<file path="config.mk">
export PLATFORM = sky130hd
export DESIGN_NAME = rational_bezier_curve_map_core
export DESIGN_NICKNAME = d
export VERILOG_FILES = /design/src/design/rbcm_pkg.sv /design/src/design/rbcm_eval.sv /design/src/design/rational_bezier_curve_map_core.sv
export SDC_FILE = /design/constraint.sdc
export NUM_CORES = 2
export LEC_CHECK = 0
export ABC_AREA = 1
export BUFFER_PORTS_ARGS = -buffer_cell sky130_fd_sc_hd__buf_2
export CAP_MARGIN = 20
export CELL_PAD_IN_SITES_DETAIL_PLACEMENT = 1
export CELL_PAD_IN_SITES_GLOBAL_PLACEMENT = 2
export CORE_MARGIN = 3
export CORE_UTILIZATION = 40
export CTS_BUF_LIST = sky130_fd_sc_hd__clkbuf_4
export DETAILED_ROUTE_END_ITERATION = 10
export GPL_ROUTABILITY_DRIVEN = 0
export PLACE_DENSITY_LB_ADDON = 0.1
export SLEW_MARGIN = 5
export SYNTH_ARGS = -nofsm -noshare
export SYNTH_HDL_FRONTEND = slang
export SYNTH_HIERARCHICAL = 1
export SYNTH_SLANG_ARGS = --single-unit
</file>
<file path="constraint.sdc">
create_clock -name i_clk -period 10.8 [get_ports i_clk]
set_input_delay 0 -clock i_clk [delete_from_list [all_inputs] [get_ports i_clk]]
set_output_delay 0 -clock i_clk [all_outputs]
set_load 0.005 [all_outputs]
</file>
<file path="src/design/rbcm_pkg.sv">
// Package: shared constants and types for the rational Bezier curve mapper.
`default_nettype none
package rbcm_pkg;
    localparam int FRAC_BITS = 16;
    localparam int TW        = FRAC_BITS + 1;          // t, u width (holds one)
    localparam int BW        = FRAC_BITS + 3;          // Bernstein term width
    localparam int CW        = BW + 8;                 // weighted term width
    localparam int DW        = CW + 2;                 // denominator width
    localparam int NW        = DW + 16;                // numerator width
    localparam logic [4:0] ROUNDS_MIN = 5'd6;
    localparam logic [4:0] ROUNDS_MAX = 5'd30;

    typedef enum logic [2:0] {
        REG_P0 = 3'd0, REG_P1 = 3'd1, REG_P2 = 3'd2, REG_P3 = 3'd3,
        REG_W1 = 3'd4, REG_W2 = 3'd5, REG_ROUNDS = 3'd6
    } t_reg_idx;

    typedef struct packed {
        logic [31:0] p0;
        logic [31:0] p1;
        logic [31:0] p2;
        logic [31:0] p3;
        logic [23:0] w1;
        logic [23:0] w2;
    } t_curve_cfg;

    function automatic logic [TW-1:0] q16_to_int(input logic [15:0] v);
        logic [TW+15:0] w;
        begin
            w = {{TW{1'b0}}, v};
            if (FRAC_BITS >= 16) q16_to_int = TW'(w << (FRAC_BITS - 16));
            else                 q16_to_int = TW'(w >> (16 - FRAC_BITS));
        end
    endfunction
endpackage
`default_nettype wire

</file>
<file path="src/design/rbcm_eval.sv">
// Curve evaluator: one shared multiplier and one restoring divider, sequenced.
`default_nettype none
module rbcm_eval (
    input  wire                          i_clk,
    input  wire                          i_rst_n,
    input  wire                          i_start,
    input  wire [rbcm_pkg::TW-1:0]       i_t,
    input  wire rbcm_pkg::t_curve_cfg    i_cfg,
    output logic                         o_done,
    output logic [15:0]                  o_x,
    output logic [15:0]                  o_y
);
    typedef enum logic [2:0] {S_IDLE, S_MUL, S_DIVX, S_DIVY, S_DONE} t_state;

    localparam int MW = 32;   // multiplier operand width
    localparam int NSTEP = 18;

    t_state r_state;
    logic [4:0] r_step;
    logic [5:0] r_cnt;
    logic [rbcm_pkg::TW-1:0] r_t, r_u;
    logic [rbcm_pkg::BW-1:0] r_t2, r_u2, r_b0, r_b1, r_b2, r_b3;
    logic [rbcm_pkg::CW-1:0] r_c1, r_c2;
    logic [rbcm_pkg::NW-1:0] r_nx, r_ny;
    logic [rbcm_pkg::DW-1:0] r_den;
    logic [rbcm_pkg::NW-1:0] r_rem, r_quo;
    logic [15:0] r_x, r_y;

    logic [MW-1:0] ma, mb;
    logic [2*MW-1:0] prod;
    assign prod = ma * mb;

    always_comb begin
        ma = '0;
        mb = '0;
        case (r_step)
            5'd0: begin ma = MW'(r_t);  mb = MW'(r_t);  end
            5'd1: begin ma = MW'(r_u);  mb = MW'(r_u);  end
            5'd2: begin ma = MW'(r_u2); mb = MW'(r_u);  end
            5'd3: begin ma = MW'(r_u2); mb = MW'(r_t);  end
            5'd4: begin ma = MW'(r_t2); mb = MW'(r_u);  end
            5'd5: begin ma = MW'(r_t2); mb = MW'(r_t);  end
            5'd6: begin ma = MW'(r_b1); mb = MW'(i_cfg.w1); end
            5'd7: begin ma = MW'(r_b2); mb = MW'(i_cfg.w2); end
            5'd8: begin ma = MW'(r_b0); mb = MW'(i_cfg.p0[31:16]); end
            5'd9: begin ma = MW'(r_c1); mb = MW'(i_cfg.p1[31:16]); end
            5'd10: begin ma = MW'(r_c2); mb = MW'(i_cfg.p2[31:16]); end
            5'd11: begin ma = MW'(r_b3); mb = MW'(i_cfg.p3[31:16]); end
            5'd12: begin ma = MW'(r_b0); mb = MW'(i_cfg.p0[15:0]); end
            5'd13: begin ma = MW'(r_c1); mb = MW'(i_cfg.p1[15:0]); end
            5'd14: begin ma = MW'(r_c2); mb = MW'(i_cfg.p2[15:0]); end
            5'd15: begin ma = MW'(r_b3); mb = MW'(i_cfg.p3[15:0]); end
            default: begin ma = '0; mb = '0; end
        endcase
    end

    logic [rbcm_pkg::BW-1:0] sh;
    assign sh = rbcm_pkg::BW'(prod >> rbcm_pkg::FRAC_BITS);
    logic [rbcm_pkg::BW+1:0] sh3;
    assign sh3 = rbcm_pkg::BW'(3) * (rbcm_pkg::BW+2)'(sh);

    // restoring divide step: one quotient bit per cycle
    logic [rbcm_pkg::NW:0] trial;
    logic [rbcm_pkg::NW-1:0] rem_sh;
    logic [rbcm_pkg::DW-1:0] den_eff;
    assign den_eff = (r_den == '0) ? rbcm_pkg::DW'(1) : r_den;
    assign rem_sh = {r_rem[rbcm_pkg::NW-2:0], r_quo[rbcm_pkg::NW-1]};
    assign trial = {1'b0, rem_sh} - (rbcm_pkg::NW+1)'(den_eff);

    logic [15:0] qsat;
    assign qsat = (|r_quo[rbcm_pkg::NW-1:16]) ? 16'hFFFF : r_quo[15:0];

    always_ff @(posedge i_clk) begin
        if (!i_rst_n) begin
            r_state <= S_IDLE;
            o_done  <= 1'b0;
        end else begin
            o_done <= 1'b0;
            case (r_state)
                S_IDLE: if (i_start) begin
                    r_t <= i_t;
                    r_u <= rbcm_pkg::TW'(1 << rbcm_pkg::FRAC_BITS) - i_t;
                    r_step <= '0;
                    r_nx <= '0;
                    r_ny <= '0;
                    r_state <= S_MUL;
                end
                S_MUL: begin
                    r_step <= r_step + 5'd1;
                    case (r_step)
                        5'd0: r_t2 <= sh;
                        5'd1: r_u2 <= sh;
                        5'd2: r_b0 <= sh;
                        5'd3: r_b1 <= rbcm_pkg::BW'(sh3);
                        5'd4: r_b2 <= rbcm_pkg::BW'(sh3);
                        5'd5: r_b3 <= sh;
                        5'd6: r_c1 <= rbcm_pkg::CW'(prod >> 16);
                        5'd7: begin
                            r_c2 <= rbcm_pkg::CW'(prod >> 16);
                            r_den <= rbcm_pkg::DW'(r_b0) + rbcm_pkg::DW'(r_c1)
                                   + rbcm_pkg::DW'(rbcm_pkg::CW'(prod >> 16))
                                   + rbcm_pkg::DW'(r_b3);
                        end
                        5'd8, 5'd9, 5'd10, 5'd11:
                            r_nx <= r_nx + rbcm_pkg::NW'(prod);
                        5'd12, 5'd13, 5'd14: r_ny <= r_ny + rbcm_pkg::NW'(prod);
                        default: begin
                            r_ny <= r_ny + rbcm_pkg::NW'(prod);
                            r_rem <= '0;
                            r_quo <= r_nx;
                            r_cnt <= '0;
                            r_state <= S_DIVX;
                        end
                    endcase
                end
                S_DIVX, S_DIVY: begin
                    if (!trial[rbcm_pkg::NW]) begin
                        r_rem <= trial[rbcm_pkg::NW-1:0];
                        r_quo <= {r_quo[rbcm_pkg::NW-2:0], 1'b1};
                    end else begin
                        r_rem <= rem_sh;
                        r_quo <= {r_quo[rbcm_pkg::NW-2:0], 1'b0};
                    end
                    r_cnt <= r_cnt + 6'd1;
                    if (r_cnt == 6'(rbcm_pkg::NW)) begin
                        r_cnt <= '0;
                        r_rem <= '0;
                        if (r_state == S_DIVX) begin
                            r_x <= qsat;
                            r_quo <= r_ny;
                            r_state <= S_DIVY;
                        end else begin
                            r_y <= qsat;
                            r_state <= S_DONE;
                        end
                    end
                end
                S_DONE: begin
                    o_done <= 1'b1;
                    r_state <= S_IDLE;
                end
                default: r_state <= S_IDLE;
            endcase
        end
    end

    assign o_x = r_x;
    assign o_y = r_y;
endmodule
`default_nettype wire

</file>
<file path="src/design/rational_bezier_curve_map_core.sv">
// Top level: APB registers, bisection sequencer and result register.
// One curve evaluation is 16 multiply steps, two restoring divides
// (x, then y) and a done state. Mode 0 evaluates once at the given t;
// mode 1 bisects on x for the clamped rounds (6 to 30), then evaluates.
// One transfer at a time: o_stall is high until the result is taken.
// Synchronous active-low reset restores the register defaults and idles.
`default_nettype none
module rational_bezier_curve_map_core (
    input  wire         i_clk,
    input  wire         i_rst_n,
    input  wire         psel,
    input  wire         penable,
    input  wire         pwrite,
    input  wire  [4:0]  paddr,
    input  wire  [31:0] pwdata,
    output logic [31:0] prdata,
    output logic        pready,
    input  wire         i_valid,
    output logic        o_stall,
    input  wire         i_func,
    input  wire  [15:0] i_operand_value,
    output logic        o_valid,
    input  wire         i_stall,
    output logic [15:0] o_x_out,
    output logic [15:0] o_y_out
);
    typedef enum logic [2:0] {S_IDLE, S_EVAL, S_WAIT, S_FINAL, S_FWAIT, S_OUT} t_state;

    rbcm_pkg::t_curve_cfg r_cfg;
    logic [4:0] r_rounds;
    logic [2:0] widx;
    assign widx = paddr[4:2];
    assign pready = 1'b1;

    always_ff @(posedge i_clk) begin
        if (!i_rst_n) begin
            r_cfg.p0 <= 32'h0;
            r_cfg.p1 <= 32'h55555555;
            r_cfg.p2 <= 32'hAAAAAAAA;
            r_cfg.p3 <= 32'hFFFFFFFF;
            r_cfg.w1 <= 24'h010000;
            r_cfg.w2 <= 24'h010000;
            r_rounds <= 5'd20;
        end else if (psel && penable && pwrite && paddr[1:0] == 2'b00) begin
            case (widx)
                rbcm_pkg::REG_P0: r_cfg.p0 <= pwdata;
                rbcm_pkg::REG_P1: r_cfg.p1 <= pwdata;
                rbcm_pkg::REG_P2: r_cfg.p2 <= pwdata;
                rbcm_pkg::REG_P3: r_cfg.p3 <= pwdata;
                rbcm_pkg::REG_W1: r_cfg.w1 <= pwdata[23:0];
                rbcm_pkg::REG_W2: r_cfg.w2 <= pwdata[23:0];
                rbcm_pkg::REG_ROUNDS: r_rounds <= pwdata[4:0];
                default: ;
            endcase
        end
    end

    always_comb begin
        case (widx)
            rbcm_pkg::REG_P0: prdata = r_cfg.p0;
            rbcm_pkg::REG_P1: prdata = r_cfg.p1;
            rbcm_pkg::REG_P2: prdata = r_cfg.p2;
            rbcm_pkg::REG_P3: prdata = r_cfg.p3;
            rbcm_pkg::REG_W1: prdata = {8'h0, r_cfg.w1};
            rbcm_pkg::REG_W2: prdata = {8'h0, r_cfg.w2};
            rbcm_pkg::REG_ROUNDS: prdata = {27'h0, r_rounds};
            default: prdata = 32'h0;
        endcase
    end

    t_state r_state;
    logic r_func;
    logic [15:0] r_target;
    logic [rbcm_pkg::TW-1:0] r_lo, r_hi, r_tq;
    logic [4:0] r_left;
    logic r_start;
    logic ev_done;
    logic [15:0] ev_x, ev_y;
    logic [rbcm_pkg::TW-1:0] mid;
    logic [4:0] rounds_c;

    assign mid = rbcm_pkg::TW'(({1'b0, r_lo} + {1'b0, r_hi}) >> 1);
    assign rounds_c = (r_rounds < rbcm_pkg::ROUNDS_MIN) ? rbcm_pkg::ROUNDS_MIN :
                      (r_rounds > rbcm_pkg::ROUNDS_MAX) ? rbcm_pkg::ROUNDS_MAX : r_rounds;

    rbcm_eval u_eval (
        .i_clk   (i_clk),
        .i_rst_n (i_rst_n),
        .i_start (r_start),
        .i_t     (r_tq),
        .i_cfg   (r_cfg),
        .o_done  (ev_done),
        .o_x     (ev_x),
        .o_y     (ev_y)
    );

    assign o_stall = (r_state != S_IDLE);

    always_ff @(posedge i_clk) begin
        if (!i_rst_n) begin
            r_state <= S_IDLE;
            r_start <= 1'b0;
            o_valid <= 1'b0;
        end else begin
            r_start <= 1'b0;
            case (r_state)
                S_IDLE: if (i_valid) begin
                    r_func <= i_func;
                    r_target <= i_operand_value;
                    r_lo <= '0;
                    r_hi <= rbcm_pkg::TW'(1 << rbcm_pkg::FRAC_BITS);
                    r_left <= rounds_c;
                    if (i_func) begin
                        r_state <= S_EVAL;
                    end else begin
                        r_tq <= rbcm_pkg::q16_to_int(i_operand_value);
                        r_start <= 1'b1;
                        r_state <= S_FWAIT;
                    end
                end
                S_EVAL: begin
                    r_tq <= mid;
                    r_start <= 1'b1;
                    r_state <= S_WAIT;
                end
                S_WAIT: if (ev_done) begin
                    if (ev_x < r_target) r_lo <= r_tq;
                    else                 r_hi <= r_tq;
                    r_left <= r_left - 5'd1;
                    r_state <= (r_left == 5'd1) ? S_FINAL : S_EVAL;
                end
                S_FINAL: begin
                    r_tq <= mid;
                    r_start <= 1'b1;
                    r_state <= S_FWAIT;
                end
                S_FWAIT: if (ev_done) begin
                    o_x_out <= r_func ? 16'h0 : ev_x;
                    o_y_out <= ev_y;
                    o_valid <= 1'b1;
                    r_state <= S_OUT;
                end
                S_OUT: if (!i_stall) begin
                    o_valid <= 1'b0;
                    r_state <= S_IDLE;
                end
                default: r_state <= S_IDLE;
            endcase
        end
    end

    a_valid_in_out: assert property (@(posedge i_clk) disable iff (!i_rst_n)
        o_valid |-> r_state == S_OUT) else $error("valid outside output state");
    a_mode1_x_zero: assert property (@(posedge i_clk) disable iff (!i_rst_n)
        (o_valid && r_func) |-> o_x_out == 16'h0) else $error("mode 1 x not zero");
    a_bracket: assert property (@(posedge i_clk) disable iff (!i_rst_n)
        (r_state == S_EVAL) |-> r_lo <= r_hi) else $error("bisection bracket inverted");
endmodule
`default_nettype wire
</file>
==> results_dict.tcl <==
set metrics [dict create \
    dpl.hpwl_um 213000 \
    synth_top_area_cell "edfxtp_1" \
    ys_types 58 \
    postRouteAntennaNets 0 \
    routedWlPerCell_um 23.3 \
    num_rows 147 \
    synthArstFlopShare_pct 0 \
    critPathSlowestCell "fa_1" \
    startpoint "u_eval/r_step[0]" \
    clock_sinks 747 \
    avgSynthCellArea_um2 7.95 \
    hold_ws_ps 181 \
    slowest_delay_ps 630 \
    cp_max_fo 11 \
    ys_ff_latch 747 \
    io_buffer_count 126 \
    ios 128 \
    setup_tns_ps 0 \
    multi_input_area_um2 38600 \
    hold_violations 0 \
    critPathTopFamily "adder cells" \
    clock_latency_ps 1250 \
    die_area_um2 167000 \
    outcome "completed" \
    slew_headroom_pct 28.5 \
    die_y_um 408 \
    cts_buffers 210 \
    via_per_inst 5.29 \
    die_w_um 408 \
    startpoint_type "flop" \
    grt_max_degree 106 \
    drcViolationCount 0 \
    layout_commonest_cell "nand2_1" \
    syn_to_final_growth_pct 20.7 \
    cts_tree "done" \
    overflow 0 \
    seq_area_um2 20500 \
    clockRootBuffer "clkbuf_4" \
    maxCapViolations 0 \
    fmax_mhz 95.3 \
    grt_pass1_vias 65800 \
    fin_skew_ps 136 \
    fillers 19900 \
    setup_violations 0 \
    first_pass_iters 5 \
    num_vias 61100 \
    timing.final.crit_share_pct 97.2 \
    finalMaxSlewViolations 0 \
    drtIter0Drc 4161 \
    path_common_cell "fa_1" \
    synth_top_area_share_pct 25.8 \
    drive_gt1_share_pct 15.2 \
    worst_pin_slew_ps 1070 \
    grt_first_pass_wirelength_um 404000 \
    crit_buf_inv 14 \
    yosysSeqAreaShare_pct 31.7 \
    core_um2 161000 \
    hold_class "input port to flop" \
    start_util_pct 40.3 \
    yosysWarnings 6 \
    syn_area_um2 64800 \
    rsz0062_at_grt "true" \
    finalCriticalPeriod_ps 10490 \
    timing.rr.start "u_eval/r_step[0]" \
    syn_inst 8146 \
    htreeDepth 4 \
    final_cell_mix "nand2_1, inv_1, nor2_1, buf_4, fa_1" \
    worstPathRequired_ps 11680 \
    wl_um 269000 \
    synth_edf_count 557 \
    crit_type "flop to flop" \
    gr-usage-all-layers_pct 32.0 \
    hp-start "pwdata[31]" \
    nets 10200 \
    arrival_ps 11380 \
    ctsLongestPathBuffers 3 \
    synthFlopType "edfxtp_1" \
    clkTransAtPathRegs_ps 70 \
    antenna_found_initial 9 \
    crit_path_end_kind "flop" \
    synthTopCellsByArea "edfxtp_1, fa_1, nand2_1" \
]
==> timing repair <==
item / 4_1_cts / 5_1_grt
buffers inserted: 12 / 33
gates resized for setup: 21 / 158
endpoints found under the setup margin: 58 / 95
hold buffers: 145 / 0
pin swaps: 5 / 23
endpoints found under the hold margin: 505 / 0
cloned: 0 / 1
==> layout make-up <==
| cell class | instances | area share [%] |
|---|---|---|
| Antenna cell | 9 | 0.0288 |
| Clock buffer | 293 | 2.81 |
| Clock inverter | 79 | 0.599 |
| Inverter | 1484 | 7.19 |
| Multi-Input combinational cell | 5744 | 49.3 |
| Sequential cell | 747 | 26.3 |
| Tap cell | 2160 | 3.46 |
| Timing Repair Buffer | 1029 | 10.3 |
==> cell families after synthesis <==
group | Yosys count | share of synthesized area [%]
fa+ha+maj | 940 | 24.9
flops | 747 | 31.7
buf+inv | 1696 | 10.1
compound gates | 985 | 8.87
xor+xnor | 114 | 1.54
other cells | 3 | 0.0174
simple gates | 3661 | 22.9
==> sequential cells by signal, indices dropped and copies added (netlist names), 17 cells and up <==
name / cells
u_eval/r_den: 29
u_eval/r_nx: 45
r_cfg: 176
u_eval/r_c2: 27
u_eval/r_c1: 27
u_eval/r_t: 17
u_eval/r_b0: 19
r_lo: 17
r_hi: 17
u_eval/r_quo: 45
u_eval/r_b1: 19
u_eval/r_b3: 19
u_eval/r_t2: 19
u_eval/r_rem: 44
r_tq: 17
u_eval/r_u2: 19
u_eval/r_b2: 19
u_eval/r_ny: 45
==> worst paths after layout <==
kind	end	slack [ps]	depth (start not counted)
worst max-delay path	u_eval/r_den[16]	310	41
worst min-delay path	r_cfg[175]	180	5
worst max register to register	u_eval/r_den[16]	310	41
worst min register to register	o_y_out[3]	420	0
==> synthesized netlist by cell type, types with 83 or more instances <==
cell and n:
buf_2 97, nand2_1 1962, a22o_1 83, clkbuf_1 103, edfxtp_1 557, dfxtp_1 190
nand3_1 304, o21ai_0 365, nand4_1 116, ha_1 361, fa_1 579, inv_1 1443
xor2_1 83, nor2_1 1124, a21oi_1 336
==> worst reg2reg max path, delay by kind of cell, from the launching register on <==
family | cells | cell delay, ps
DFF | 1 | 490
and+or+nand+nor | 9 | 1520
buffers and inverters | 14 | 1540
AOI/OAI and AO/OA | 5 | 890
adders and majority gates | 11 | 5260
xor gates and xnor gates | 2 | 550
==> layer usage <==
metal,share of wire [%],up-vias,GRT usage (%)
met5,0.0078,-,0
met4,4.7,4,13.8
met3,5.3,528,4.47
met2,49,1776,54.7
met1,41,30800,40.4
li1,-,28000,-
==> stage by stage <==
step           cells  area [um2]  util, %  worst slack, ps
6_report       11500       78200     48.6              307
5_1_grt        11500       78200     48.6             -101
4_1_cts        11500       77200     48.0            -6.22
3_5_place_dp   11000       72900     45.3             -389
3_3_place_gp   11000       72900     45.3             -219
2_1_floorplan   8187       64900        -              998
Power is left out: the tool's default activity adds up to more than one toggle a clock period on the data nets, which glitch-free logic cannot reach.
